## src/rtl/core/bge_pkg.sv

```systemverilog
package bge_pkg;

  localparam int MAX_BEATS       = 64;
  localparam int POSITION_BITS   = 24;
  localparam int EASE_TABLE_BITS = 8;

  localparam int BIDX_W   = $clog2(MAX_BEATS);
  localparam int CNT_W    = 7;
  localparam int LEN_W    = 24;
  localparam int FRAME_W  = 24;
  localparam int FRAC_W   = 16;
  localparam int BEAT_Q_W = POSITION_BITS + 8;
  localparam int QW       = BEAT_Q_W + FRAC_W;
  localparam int SAMPLE_W = 16;
  localparam int GAIN_W   = 16;

  localparam logic [GAIN_W-1:0] Q_ONE   = GAIN_W'(32768);
  localparam logic [31:0]       Q_ROUND = 32'd16384;

  localparam int LUT_N  = (1 << (EASE_TABLE_BITS - 1)) + 1;
  localparam int LUT_IW = $clog2(LUT_N);
  localparam int K_W    = EASE_TABLE_BITS - 1;

  localparam int CFG_IDX_W = 2;
  localparam logic [CFG_IDX_W-1:0] CFG_BEAT_COUNT   = 2'd0;
  localparam logic [CFG_IDX_W-1:0] CFG_BEAT_LENGTH  = 2'd1;
  localparam logic [CFG_IDX_W-1:0] CFG_LOOP_FRAMES  = 2'd2;
  localparam logic [CFG_IDX_W-1:0] CFG_AUDIO_FRAMES = 2'd3;

  localparam logic [CNT_W-1:0]   RST_BEAT_COUNT   = 7'd64;
  localparam logic [LEN_W-1:0]   RST_BEAT_LENGTH  = 24'd1491985;
  localparam logic [FRAME_W-1:0] RST_LOOP_FRAMES  = 24'd1048576;
  localparam logic [FRAME_W-1:0] RST_AUDIO_FRAMES = 24'd1048576;

  localparam logic REQ_FRAME = 1'b0;
  localparam logic REQ_GAIN  = 1'b1;

  typedef enum logic [2:0] {
    ST_IDLE,
    ST_DIV,
    ST_RDA,
    ST_RDB,
    ST_MULA,
    ST_MULB,
    ST_SCALE,
    ST_OUT
  } state_t;

  typedef struct packed {
    logic              load;
    logic              mute;
    logic [GAIN_W-1:0] gain;
  } lane_ctrl_t;

  typedef logic [LUT_N-1:0][GAIN_W-1:0] sine_lut_t;

  // quarter sine over phases 2^(E-1) .. 2^E
  function automatic sine_lut_t build_sine_lut();
    sine_lut_t lut;
    longint unsigned x;
    longint unsigned x2;
    longint unsigned t;
    longint unsigned s;
    for (int i = 0; i < LUT_N; i++) begin
      x  = longint'((1 << (EASE_TABLE_BITS - 1)) + i) << (15 - EASE_TABLE_BITS);
      x2 = (x * x) >> 15;
      t  = 64'd42048 - ((64'd4640 * x2) >> 15);
      t  = 64'd102944 - ((x2 * t) >> 15);
      s  = (x * t) >> 16;
      if (s > 64'd32768) s = 64'd32768;
      lut[i] = GAIN_W'(s);
    end
    return lut;
  endfunction

  localparam sine_lut_t SINE_LUT = build_sine_lut();

endpackage

```

## src/rtl/core/bge_ram.sv

```systemverilog
module bge_ram #(
  parameter int WIDTH = 16,
  parameter int DEPTH = 64
) (
  input  logic                     clk,
  input  logic                     wr_en,
  input  logic [$clog2(DEPTH)-1:0] wr_addr,
  input  logic [WIDTH-1:0]         wr_data,
  input  logic [$clog2(DEPTH)-1:0] rd_addr,
  output logic [WIDTH-1:0]         rd_data
);

  logic [WIDTH-1:0] mem [DEPTH];

  always_ff @(posedge clk) begin
    if (wr_en) begin
      mem[wr_addr] <= wr_data;
    end
    rd_data <= mem[rd_addr];
  end

endmodule

```

## src/rtl/core/bge_divider.sv

```systemverilog
module bge_divider (
  input  logic                          clk,
  input  logic                          rst_n,
  input  logic                          start,
  input  logic [bge_pkg::QW-1:0]        dividend,
  input  logic [bge_pkg::LEN_W-1:0]     divisor,
  output logic                          done,
  output logic [bge_pkg::QW-1:0]        quotient
);

  localparam int CW = $clog2(bge_pkg::QW + 1);

  logic                        busy_r;
  logic                        done_r;
  logic [CW-1:0]               cnt_r;
  logic [bge_pkg::QW-1:0]      quo_r;
  logic [bge_pkg::LEN_W-1:0]   rem_r;
  logic [bge_pkg::LEN_W-1:0]   div_r;
  logic [bge_pkg::LEN_W:0]     trial;
  logic                        fits;

  assign trial = {rem_r, quo_r[bge_pkg::QW-1]};
  assign fits  = trial >= {1'b0, div_r};

  always_ff @(posedge clk) begin
    if (!rst_n) begin
      busy_r <= 1'b0;
      done_r <= 1'b0;
      cnt_r  <= '0;
    end else begin
      done_r <= 1'b0;
      if (start) begin
        busy_r <= 1'b1;
        cnt_r  <= CW'(bge_pkg::QW);
      end else if (busy_r) begin
        cnt_r <= cnt_r - 1'b1;
        if (cnt_r == CW'(1)) begin
          busy_r <= 1'b0;
          done_r <= 1'b1;
        end
      end
    end
  end

  // restoring divide, one quotient bit a cycle
  always_ff @(posedge clk) begin
    if (start) begin
      quo_r <= dividend;
      rem_r <= '0;
      div_r <= divisor;
    end else if (busy_r) begin
      quo_r <= {quo_r[bge_pkg::QW-2:0], fits};
      rem_r <= fits ? bge_pkg::LEN_W'(trial - {1'b0, div_r})
                    : trial[bge_pkg::LEN_W-1:0];
    end
  end

  assign done     = done_r;
  assign quotient = quo_r;

endmodule

```

## src/rtl/core/bge_lane.sv

```systemverilog
module bge_lane (
  input  logic                              clk,
  input  logic                              rst_n,
  input  bge_pkg::lane_ctrl_t               ctrl,
  input  logic signed [bge_pkg::SAMPLE_W-1:0] sample,
  output logic signed [bge_pkg::SAMPLE_W-1:0] result
);

  logic signed [33:0] prod_r;
  logic               mute_r;
  logic signed [16:0] gain_s;

  assign gain_s = signed'({1'b0, ctrl.gain});

  always_ff @(posedge clk) begin
    if (!rst_n) begin
      mute_r <= 1'b1;
    end else if (ctrl.load) begin
      mute_r <= ctrl.mute;
    end
  end

  always_ff @(posedge clk) begin
    if (ctrl.load) begin
      prod_r <= (34'(sample) * 34'(gain_s)) + 34'sd16384;
    end
  end

  // floor of the rounded product over 2^15
  assign result = mute_r ? '0 : prod_r[30:15];

endmodule

```

## src/rtl/core/beat_gain_envelope.sv

```systemverilog
// Channel  Direction  Transaction
// in_      slave      tuser = request kind; tdata = samples, or beat and gain to store
// out_     master     tdata = scaled samples and loop position, one per frame request
// cfg_     write      register index and data, one write per enabled cycle
//
// A frame goes from accept through the serial divider (48 quotient bits, then done) splitting
// the position into beat and fraction, then two gain table reads, two gain multiplies, the lane
// multiply and the output load, and no request is taken meanwhile. A gain write is taken in idle.
// Reset is synchronous, active low; the gain table reads as zero until written.
// A finished result waits in the output register while the next request is taken.
module beat_gain_envelope (
  input  logic        clk,
  input  logic        rst_n,
  input  logic        in_tvalid,
  output logic        in_tready,
  input  logic [55:0] in_tdata,   // left_sample, right_sample, beat_number, beat_gain
  input  logic        in_tuser,   // req_type
  output logic        out_tvalid,
  input  logic        out_tready,
  output logic [55:0] out_tdata,  // left_out, right_out, frame_position
  input  logic        cfg_wr_en,
  input  logic [1:0]  cfg_addr,
  input  logic [23:0] cfg_wdata
);

  localparam int PW = bge_pkg::POSITION_BITS;

  bge_pkg::state_t state_r, state_nxt;

  logic [bge_pkg::CNT_W-1:0]   beat_count_r;
  logic [bge_pkg::LEN_W-1:0]   beat_length_r;
  logic [bge_pkg::FRAME_W-1:0] loop_frames_r;
  logic [bge_pkg::FRAME_W-1:0] audio_frames_r;
  logic [PW-1:0]               position_r;
  logic [bge_pkg::MAX_BEATS-1:0] gvalid_r;

  logic signed [15:0] left_r, right_r;
  logic [bge_pkg::BIDX_W-1:0] a_addr_r, b_addr_r;
  logic [bge_pkg::GAIN_W-1:0] w_r, a_r, b_r, gain_r;
  logic [31:0]                prod_a_r;
  logic                       rd_vld_r;

  logic        out_valid_r;
  logic [55:0] out_data_r;

  logic in_acc, is_gain, do_write, div_start, div_done, out_free;
  logic [bge_pkg::QW-1:0]       quotient;
  logic [bge_pkg::LEN_W-1:0]    len_eff;
  logic [bge_pkg::CNT_W-1:0]    count_eff;
  logic [bge_pkg::BIDX_W-1:0]   last_idx, beat_idx, prev_idx, next_idx;
  logic [bge_pkg::BIDX_W-1:0]   wr_addr, rd_addr;
  logic [bge_pkg::GAIN_W-1:0]   wr_gain, rd_data, gain_in;
  logic [bge_pkg::BEAT_Q_W-1:0] q_beat;
  logic [bge_pkg::FRAC_W-1:0]   frac;
  logic [bge_pkg::K_W-1:0]      k;
  logic [bge_pkg::LUT_IW-1:0]   lut_idx;
  logic [bge_pkg::GAIN_W-1:0]   s_val;
  logic [31:0]                  g_sum;
  logic [PW-1:0]                pos_inc, position_nxt;
  logic signed [15:0]           left_res, right_res;
  bge_pkg::lane_ctrl_t          lane_ctrl;

  assign in_acc   = in_tvalid && in_tready;
  assign is_gain  = in_tuser == bge_pkg::REQ_GAIN;
  assign out_free = !out_valid_r || out_tready;

  always_ff @(posedge clk) begin
    if (!rst_n) begin
      state_r <= bge_pkg::ST_IDLE;
    end else begin
      state_r <= state_nxt;
    end
  end

  always_comb begin
    state_nxt = state_r;
    in_tready = 1'b0;
    div_start = 1'b0;
    unique case (state_r)
      bge_pkg::ST_IDLE: begin
        in_tready = 1'b1;
        if (in_tvalid && !is_gain) begin
          div_start = 1'b1;
          state_nxt = bge_pkg::ST_DIV;
        end
      end
      bge_pkg::ST_DIV: begin
        if (div_done) state_nxt = bge_pkg::ST_RDA;
      end
      bge_pkg::ST_RDA:   state_nxt = bge_pkg::ST_RDB;
      bge_pkg::ST_RDB:   state_nxt = bge_pkg::ST_MULA;
      bge_pkg::ST_MULA:  state_nxt = bge_pkg::ST_MULB;
      bge_pkg::ST_MULB:  state_nxt = bge_pkg::ST_SCALE;
      bge_pkg::ST_SCALE: state_nxt = bge_pkg::ST_OUT;
      bge_pkg::ST_OUT: begin
        if (out_free) state_nxt = bge_pkg::ST_IDLE;
      end
      default: state_nxt = bge_pkg::ST_IDLE;
    endcase
  end

  always_ff @(posedge clk) begin
    if (!rst_n) begin
      beat_count_r   <= bge_pkg::RST_BEAT_COUNT;
      beat_length_r  <= bge_pkg::RST_BEAT_LENGTH;
      loop_frames_r  <= bge_pkg::RST_LOOP_FRAMES;
      audio_frames_r <= bge_pkg::RST_AUDIO_FRAMES;
    end else if (cfg_wr_en) begin
      unique case (cfg_addr)
        bge_pkg::CFG_BEAT_COUNT:   beat_count_r   <= cfg_wdata[bge_pkg::CNT_W-1:0];
        bge_pkg::CFG_BEAT_LENGTH:  beat_length_r  <= cfg_wdata;
        bge_pkg::CFG_LOOP_FRAMES:  loop_frames_r  <= cfg_wdata;
        bge_pkg::CFG_AUDIO_FRAMES: audio_frames_r <= cfg_wdata;
        default: ;
      endcase
    end
  end

  // gain table
  assign do_write = in_acc && is_gain && (32'(in_tdata[37:32]) < bge_pkg::MAX_BEATS);
  assign wr_addr  = bge_pkg::BIDX_W'(in_tdata[37:32]);
  assign gain_in  = in_tdata[53:38];
  assign wr_gain  = (gain_in > bge_pkg::Q_ONE) ? bge_pkg::Q_ONE : gain_in;
  assign rd_addr  = (state_r == bge_pkg::ST_RDB) ? b_addr_r : a_addr_r;

  bge_ram #(
    .WIDTH(bge_pkg::GAIN_W),
    .DEPTH(bge_pkg::MAX_BEATS)
  ) u_gain_ram (
    .clk    (clk),
    .wr_en  (do_write),
    .wr_addr(wr_addr),
    .wr_data(wr_gain),
    .rd_addr(rd_addr),
    .rd_data(rd_data)
  );

  always_ff @(posedge clk) begin
    if (!rst_n) begin
      gvalid_r <= '0;
    end else if (do_write) begin
      gvalid_r[wr_addr] <= 1'b1;
    end
  end

  always_ff @(posedge clk) begin
    rd_vld_r <= gvalid_r[rd_addr];
  end

  // beat and fraction
  assign len_eff = (beat_length_r == '0) ? bge_pkg::LEN_W'(1) : beat_length_r;

  bge_divider u_div (
    .clk     (clk),
    .rst_n   (rst_n),
    .start   (div_start),
    .dividend({position_r, 8'd0, 16'd0}),
    .divisor (len_eff),
    .done    (div_done),
    .quotient(quotient)
  );

  always_comb begin
    if (beat_count_r == '0) begin
      count_eff = bge_pkg::CNT_W'(1);
    end else if (32'(beat_count_r) > bge_pkg::MAX_BEATS) begin
      count_eff = bge_pkg::CNT_W'(bge_pkg::MAX_BEATS);
    end else begin
      count_eff = beat_count_r;
    end
  end

  assign q_beat   = quotient[bge_pkg::QW-1:bge_pkg::FRAC_W];
  assign frac     = quotient[bge_pkg::FRAC_W-1:0];
  assign last_idx = bge_pkg::BIDX_W'(count_eff - 1'b1);
  assign beat_idx = (q_beat >= bge_pkg::BEAT_Q_W'(count_eff)) ? last_idx
                                                              : bge_pkg::BIDX_W'(q_beat);
  assign prev_idx = (beat_idx == '0) ? last_idx : beat_idx - 1'b1;
  assign next_idx = (beat_idx == last_idx) ? '0 : beat_idx + 1'b1;

  assign k       = frac[14:bge_pkg::FRAC_W-bge_pkg::EASE_TABLE_BITS];
  assign lut_idx = frac[15] ? bge_pkg::LUT_IW'(bge_pkg::LUT_N - 1) - bge_pkg::LUT_IW'(k)
                            : bge_pkg::LUT_IW'(k);
  assign s_val   = bge_pkg::SINE_LUT[lut_idx];

  assign g_sum = prod_a_r + (32'(b_r) * 32'(w_r)) + bge_pkg::Q_ROUND;

  always_ff @(posedge clk) begin
    if (in_acc) begin
      left_r  <= signed'(in_tdata[15:0]);
      right_r <= signed'(in_tdata[31:16]);
    end
    if (state_r == bge_pkg::ST_DIV && div_done) begin
      a_addr_r <= frac[15] ? beat_idx : prev_idx;
      b_addr_r <= frac[15] ? next_idx : beat_idx;
      w_r      <= frac[15] ? bge_pkg::Q_ONE - s_val : s_val;
    end
    if (state_r == bge_pkg::ST_RDB) begin
      a_r <= rd_vld_r ? rd_data : '0;
    end
    if (state_r == bge_pkg::ST_MULA) begin
      b_r      <= rd_vld_r ? rd_data : '0;
      prod_a_r <= 32'(a_r) * 32'(bge_pkg::Q_ONE - w_r);
    end
    if (state_r == bge_pkg::ST_MULB) begin
      gain_r <= g_sum[30:15];
    end
  end

  // lanes
  assign lane_ctrl.load = state_r == bge_pkg::ST_SCALE;
  assign lane_ctrl.mute = 32'(position_r) >= 32'(audio_frames_r);
  assign lane_ctrl.gain = gain_r;

  bge_lane u_lane_l (
    .clk   (clk),
    .rst_n (rst_n),
    .ctrl  (lane_ctrl),
    .sample(left_r),
    .result(left_res)
  );

  bge_lane u_lane_r (
    .clk   (clk),
    .rst_n (rst_n),
    .ctrl  (lane_ctrl),
    .sample(right_r),
    .result(right_res)
  );

  // merge and position advance
  assign pos_inc      = position_r + 1'b1;
  assign position_nxt = (32'(pos_inc) >= 32'(loop_frames_r)) ? '0 : pos_inc;

  always_ff @(posedge clk) begin
    if (!rst_n) begin
      out_valid_r <= 1'b0;
      position_r  <= '0;
    end else begin
      if (out_tready) out_valid_r <= 1'b0;
      if (state_r == bge_pkg::ST_OUT && out_free) begin
        out_valid_r <= 1'b1;
        position_r  <= position_nxt;
      end
    end
  end

  always_ff @(posedge clk) begin
    if (state_r == bge_pkg::ST_OUT && out_free) begin
      out_data_r <= {bge_pkg::FRAME_W'(position_r), right_res, left_res};
    end
  end

  assign out_tvalid = out_valid_r;
  assign out_tdata  = out_data_r;

`ifndef SYNTH
  a_gain_in_range: assert property (@(posedge clk) disable iff (!rst_n)
    state_r == bge_pkg::ST_SCALE |-> gain_r <= bge_pkg::Q_ONE)
    else $error("envelope gain above one");

  a_addr_in_count: assert property (@(posedge clk) disable iff (!rst_n)
    state_r == bge_pkg::ST_RDA |->
      (32'(a_addr_r) < 32'(count_eff)) && (32'(b_addr_r) < 32'(count_eff)))
    else $error("gain table address beyond beat count");

  a_div_done_state: assert property (@(posedge clk) disable iff (!rst_n)
    div_done |-> state_r == bge_pkg::ST_DIV)
    else $error("divider finished outside divide state");

  a_hold_on_stall: assert property (@(posedge clk) disable iff (!rst_n)
    (state_r == bge_pkg::ST_OUT && out_valid_r && !out_tready) |=>
      (state_r == bge_pkg::ST_OUT && $stable(position_r)))
    else $error("result overwritten while output stalled");
`endif

endmodule

```

## config.mk

```make
export PLATFORM = sky130hd
export DESIGN_NAME = beat_gain_envelope
export DESIGN_NICKNAME = d
export VERILOG_FILES = /design/src/rtl/core/bge_pkg.sv /design/src/rtl/core/bge_ram.sv /design/src/rtl/core/bge_divider.sv /design/src/rtl/core/bge_lane.sv /design/src/rtl/core/beat_gain_envelope.sv
export SDC_FILE = /design/constraint.sdc
export NUM_CORES = 2
export LEC_CHECK = 0
export BUFFER_PORTS_ARGS = -buffer_cell sky130_fd_sc_hd__buf_2
export CAP_MARGIN = 5
export CORE_AREA = 2 2 479 481
export DETAILED_ROUTE_END_ITERATION = 10
export DIE_AREA = 0 0 481 483
export RECOVER_POWER = 50
export SETUP_SLACK_MARGIN = 0.1
export SLEW_MARGIN = 0
export SYNTH_ARGS = -nofsm -noshare
export SYNTH_HDL_FRONTEND = slang
export SYNTH_SLANG_ARGS = --single-unit
```

## constraint.sdc

```tcl
create_clock -name clk -period 17.05 [get_ports clk]
set_input_delay 1.705 -clock clk [delete_from_list [all_inputs] [get_ports clk]]
set_output_delay 1.705 -clock clk [all_outputs]
set_load 0.1 [all_outputs]
```

======== After elaboration in Yosys (flattened, before gate mapping) ========
Memories as Yosys holds them, arrays and structs flattened. A register that Yosys moved wholly into a read port is not among the register bits.
Index checks and enable logic that the tools add are counted.
storage, ports and cells
  memories kept ........................... 2
  register bits after elaboration ......... 534
  bits in writable memories ............... 1024
  logic and storage cells ................. 140
  bits in latches ......................... 0
  input port bits ......................... 88
  ROM bits ................................ 4096
cells by class
  reductions and logical operators ........ 23
  bitwise logic cells ..................... 3
  add/subtract/negate cells ............... 13
  order comparisons ....................... 10
  shift operators ......................... 0
  muxes and demuxes ....................... 38
  div/mod/pow operators ................... 0
  multipliers ............................. 4
  eq/ne operators ......................... 15
memories
  name              words  bits a word  read ports  clocked after memory_dff  wr ports  RTL line                   text
  (name not given)  256    16           1           0                         0         beat_gain_envelope.sv:184  assign s_val = bge_pkg::SINE_LUT[lut_idx];
  u_gain_ram.mem    64     16           1           1                         1         bge_ram.sv:13              logic [WIDTH-1:0] mem [DEPTH];
operators by type and width
  cell                      number
  $mux W48                  2
  $mux W16                  4
  $or A64 B64 Y64           1
  $add A31 B16 Y31 const B  2
  $mul A16 B17 Y31          2
  $ge A24 B24 Y1            2
  $mux W24                  2
  $mux W6                   8
  $ge A32 B7 Y1             1
  $add A31 B15 Y31 const B  1
  $add A31 B31 Y31          1
  $mul A16 B16 Y31          1
  $mul A17 B17 Y31          1
  $ge A25 B24 Y1            1
  $add A24 B1 Y24 const B   1
  $logic_not A24 Y1         1
  $pmux W3 S8               1
  $sub A24 B24 Y24          1
  $sub A6 B1 Y6 const B     3
  $sub A16 B16 Y17 const A  1
  $gt A16 B16 Y1 const B    1
  $sub A16 B16 Y16 const A  1
  $lt A6 B7 Y1 const B      2
  $mux W7                   2
  32 further kinds          63

======== Depth between registers and ports, before layout ========
  depth after elaboration ................. 8
  gate-level depth with buffers ........... 32
  gate-level depth less buffers ........... 30

======== Hierarchy ========
From an unflattened synthesis, not the netlist that was laid out.
unflattened totals
  cell total of the unflattened synthesis .. 8392
  area, all modules ....................... 100878.0 um^2
modules (own cells, without submodules)
  module                instances  area an instance (um^2)  seq. area each (um^2)  cells each
  bge_ram               1          40042.2                  31069.8                1829
  beat_gain_envelope    1          37287.0                  9298.9                 4065
  bge_lane at u_lane_r  1          9201.3                   500.5                  1041
  bge_lane at u_lane_l  1          8814.7                   500.5                  968
  bge_divider           1          5532.8                   2802.7                 489

======== Least setup slack after synthesis ========
Ideal clock, no wire load.
  path type ............................... reg-to-reg
  start point ............................. register w_r[3] in the netlist's numbering
  end point ............................... register prod_a_r[29] (data pin)
  arrival ................................. 8.139 ns
  path slack .............................. 8.653 ns
  required time ........................... 16.792 ns
  library setup time ...................... 0.258 ns
  cell stages (with the launch flop) ...... 31
  cell sequence ........................... edfxtp_1 > clkbuf_1 > or2_2 > or4_1 > or3_1 > nor3_1 > nand2_1 > nor3_1 > xnor2_1 > clkbuf_1 > nand2_1 > fa_1 > inv_1 > fa_1 > fa_1 > fa_1 > fa_1 > inv_1 > fa_1 > inv_1 > ha_1 > a21o_1 > a21o_1 > a21oi_1 > o21ai_0 > a2111oi_0 > o31ai_1 > or4_1 > a31o_2 > a21oi_1 > xnor2_1
between the ends
  longest elaborated chain between the ends .. 2
RTL lines
  element                 RTL line                   text
  from (decl)             beat_gain_envelope.sv:39   logic [bge_pkg::GAIN_W-1:0] w_r, a_r, b_r, gain_r;
  from (signal assigned)  beat_gain_envelope.sv:196  w_r <= frac[15] ? bge_pkg::Q_ONE - s_val : s_val;
  $sub A16 B16 Y17        beat_gain_envelope.sv:203  prod_a_r <= 32'(a_r) * 32'(bge_pkg::Q_ONE - w_r);
  $mul A17 B17 Y31        beat_gain_envelope.sv:203
  to (signal assigned)    beat_gain_envelope.sv:203
  to (decl)               beat_gain_envelope.sv:40   logic [31:0] prod_a_r;
No other way between the ends.
A chain may end at the register's enable or synchronous reset.

======== Worst setup path after layout ========
  start point ............................. register w_r[2] in the netlist's numbering
  end point ............................... register prod_a_r[29] (data pin)
Same word-level chain as after synthesis.

==> reports/metrics.yaml <==
dp_slack_ns: 7.152
ys_seq_elements: 1544
start_kind: "flop"
coreArea_mm2: 0.2268
rows: 175
cts_tree: "built"
use_met2_pct: 35.69
grt-busiest-layer: "met2"
drv_slew: 1324
portBuffers: 143
insertion_delay_ns: 0.83
avgSynthCellArea_um2: 10.73
setup_viol: 0
slew_headroom_pct: -172.3
critPathCaptureType: "flop"
cts_setup_buffers: 0
skew_ns: 0.07874
clock_sinks: 1544
grtUsageMet1_pct: 29.90
globalRouteTotalUtil_pct: 21.65
p_leak_nw: 43.35
grt_pass1_vias: 68220
grt_first_pass_wirelength_mm: 395.6
postSynthCellCount: 9285
failed_checks: "max-capacitance violations, max-slew violations"
path_buf_inv: 4
final_cells: 12360
hp-class: "flop to flop"
htree_levels: 4
hold_path.startpoint: "audio_frames_r[9]"
postRouteAntennaNets: 0
initial_core_util_pct: 43.93
cp.required_ns: 17.61
powerDensity_mw_per_mm2: 92.15
critical_path_peak_fanout: 20
ys_types: 91
cap_violations: 23
yosys.area.top_type: "edfxtp_1"
r2r-start: "w_r[2]"
vias: 67580
power.total_w: 0.01004
cts_max_path_buffers: 3
timing.rr.end: "prod_a_r[29]"
yosys.cell_count.top_type: "nand2_1"
synth_commonest_cells: "1441 x nand2_1, 1299 x edfxtp_1, 1107 x inv_1, 821 x fa_1, 677 x and2_1"
ff2ff_setup_slack_ns: 6.99
syn_to_final_growth_pct: 9.287
drc_errors: 0
path_clk_slew_ns: 0.06
antenna_found_initial: 10
cts_made_buffers: 164
synth_top_area_share_pct: 39.14
finalHoldViolCount: 0
gr-total-overflow: 0
yosysSeqAreaShare_pct: 44.06
worst-setup-path-type: "flop to flop"
syn_area_mm2: 0.09965
synth_warnings: 0
min_period_ns: 10.06
clock-root-buffer: "clkbuf_16"
fp.dieArea_mm2: 0.2323
arrival_ns: 10.63
design_area_mm2: 0.1089
synth.net_count: 10720
min_to: "audio_frames_r[9]"
min_period_over_period_pct: 59.03
reg2reg_depth: 29
placed_cell_area_mm2: 0.1036
dieWidth_um: 481
tns_ns: 0
cp_top_family: "adder cells"
use_met3_pct: 3.088
cpPeakStageDelay_ns: 0.81
dp_hpwl_mm: 164.1
async_reset_ff_share_pct: 0
layout-drive-gt1-share_pct: 6.583
rsz0062_at_grt: "false"
holdPathStages: 2
postCtsHoldBufs: 0
grt_max_degree: 163
ys.flop_type: "edfxtp_1"
avgRoutedWirePerCell_um: 20.35
tightest_slew_ns: 4.084
synth_edf_count: 1299
cp_slowest_cell: "a2111oi_0"
pin_count: 146
dieHeight_um: 483
first_pass_iters: 8
cts_resized: 0
fmaxAchievable_mhz: 99.36
place.gp.congestion: 0.8710
worst_slack_ns: 6.986
synthTopCellsByArea: "edfxtp_1 39%, fa_1 16%, ha_1 6.6%"
routed_wl_mm: 251.5
cp_common_cell: "fa_1"
status: "complete, but fails checks"
drt-initial-drc-count: 5299
viasPerCell: 5.469
peakVddDrop_mv: 0.09575
dp.cells: 12050
fin_nets: 10640
[through the flow]
step                util [%]  hold slack, ns
finish                 48.01          0.4534
global route           48.01          0.4690
CTS                    48.10          0.4546
detailed placement     45.67          0.4465
global placement       45.67          0.4415
floorplan                  -          0.4317
[state kept, by name (all words and copies together) (netlist names), 31 cells and up]
name	count
u_gain_ram.mem	1024
gvalid_r	64
out_tdata	56
u_div.quotient	48
prod_a_r	31
[cell families after synthesis]
| group | share of synthesized area [%] |
|---|---|
| xor gates and xnor gates | 1.528 |
| muxes | 0.6918 |
| adders and majority gates | 23.12 |
| DFF | 44.06 |
| AOI/OAI and AO/OA | 10.08 |
| buffers and inverters | 6.462 |
| and+or+nand+nor | 14.04 |
| other | 0.003763 |
[routing by layer]
layer  up-vias  part of all wire [%]
met4        12                   2.5
met1     34240                    44
met5         -                 0.033
met3       343                   5.5
met2      1831                    48
li1      31150                     -
[power by group]
group          internal, W  total (W)  switching [W]
logic             0.000901    0.00213        0.00123
clock network      0.00207    0.00361        0.00154
registers          0.00424    0.00429      0.0000562
[final cells by class]
class / instances / area, µm²
fillers: 20620 / 117900
multi-input cells: 6050 / 49540
flip-flops and latches: 1544 / 43920
clock buffers: 221 / 4519
inverters: 1114 / 4185
well taps: 3009 / 3765
repair buffers: 331 / 1973
clock inverters: 82 / 992.2
diodes: 5 / 12.51
[tightest hold or removal path, cell delays in order, from the launching register on]
cell and delay [ns]:
dfxtp_1 0.30, nand2_1 0.05, a21oi_1 0.05
[worst max-delay path by stage]
stage,end,start,depth (start not counted),slack (ns)
floorplan,prod_a_r[29],w_r[3],30,8.65
global placement,prod_a_r[29],w_r[2],29,7.25
detailed placement,prod_a_r[29],w_r[2],29,7.15
CTS,prod_a_r[29],w_r[2],29,7.09
global route,prod_a_r[29],w_r[2],29,6.44
finish,prod_a_r[29],w_r[2],29,6.99
[layout by cell type, fill, tap and decap left out, types with 50 or more instances in the layout]
cell / synthesis / layout
dfxtp_1: 245 / 243
nand2_1: 1441 / 1440
xnor2_1: 119 / 115
a21oi_1: 373 / 373
inv_1: 1107 / 1107
xor2_1: 53 / 52
a31oi_1: 160 / 160
clkbuf_1: 508 / 93
buf_2: 30 / 132
a311oi_1: 147 / 147
buf_4: 6 / 142
nand2b_1: 66 / 65
a211oi_1: 425 / 425
ha_1: 528 / 528
nand3_1: 88 / 88
edfxtp_1: 1299 / 1299
nor3_1: 51 / 51
nor2b_1: 72 / 58
and2_0: 33 / 50
o21ai_0: 93 / 93
and2_1: 677 / 660
clkbuf_16: 0 / 165
nor2_1: 410 / 408
fa_1: 821 / 821
Note: power is estimated with default switching activity, not from simulation.
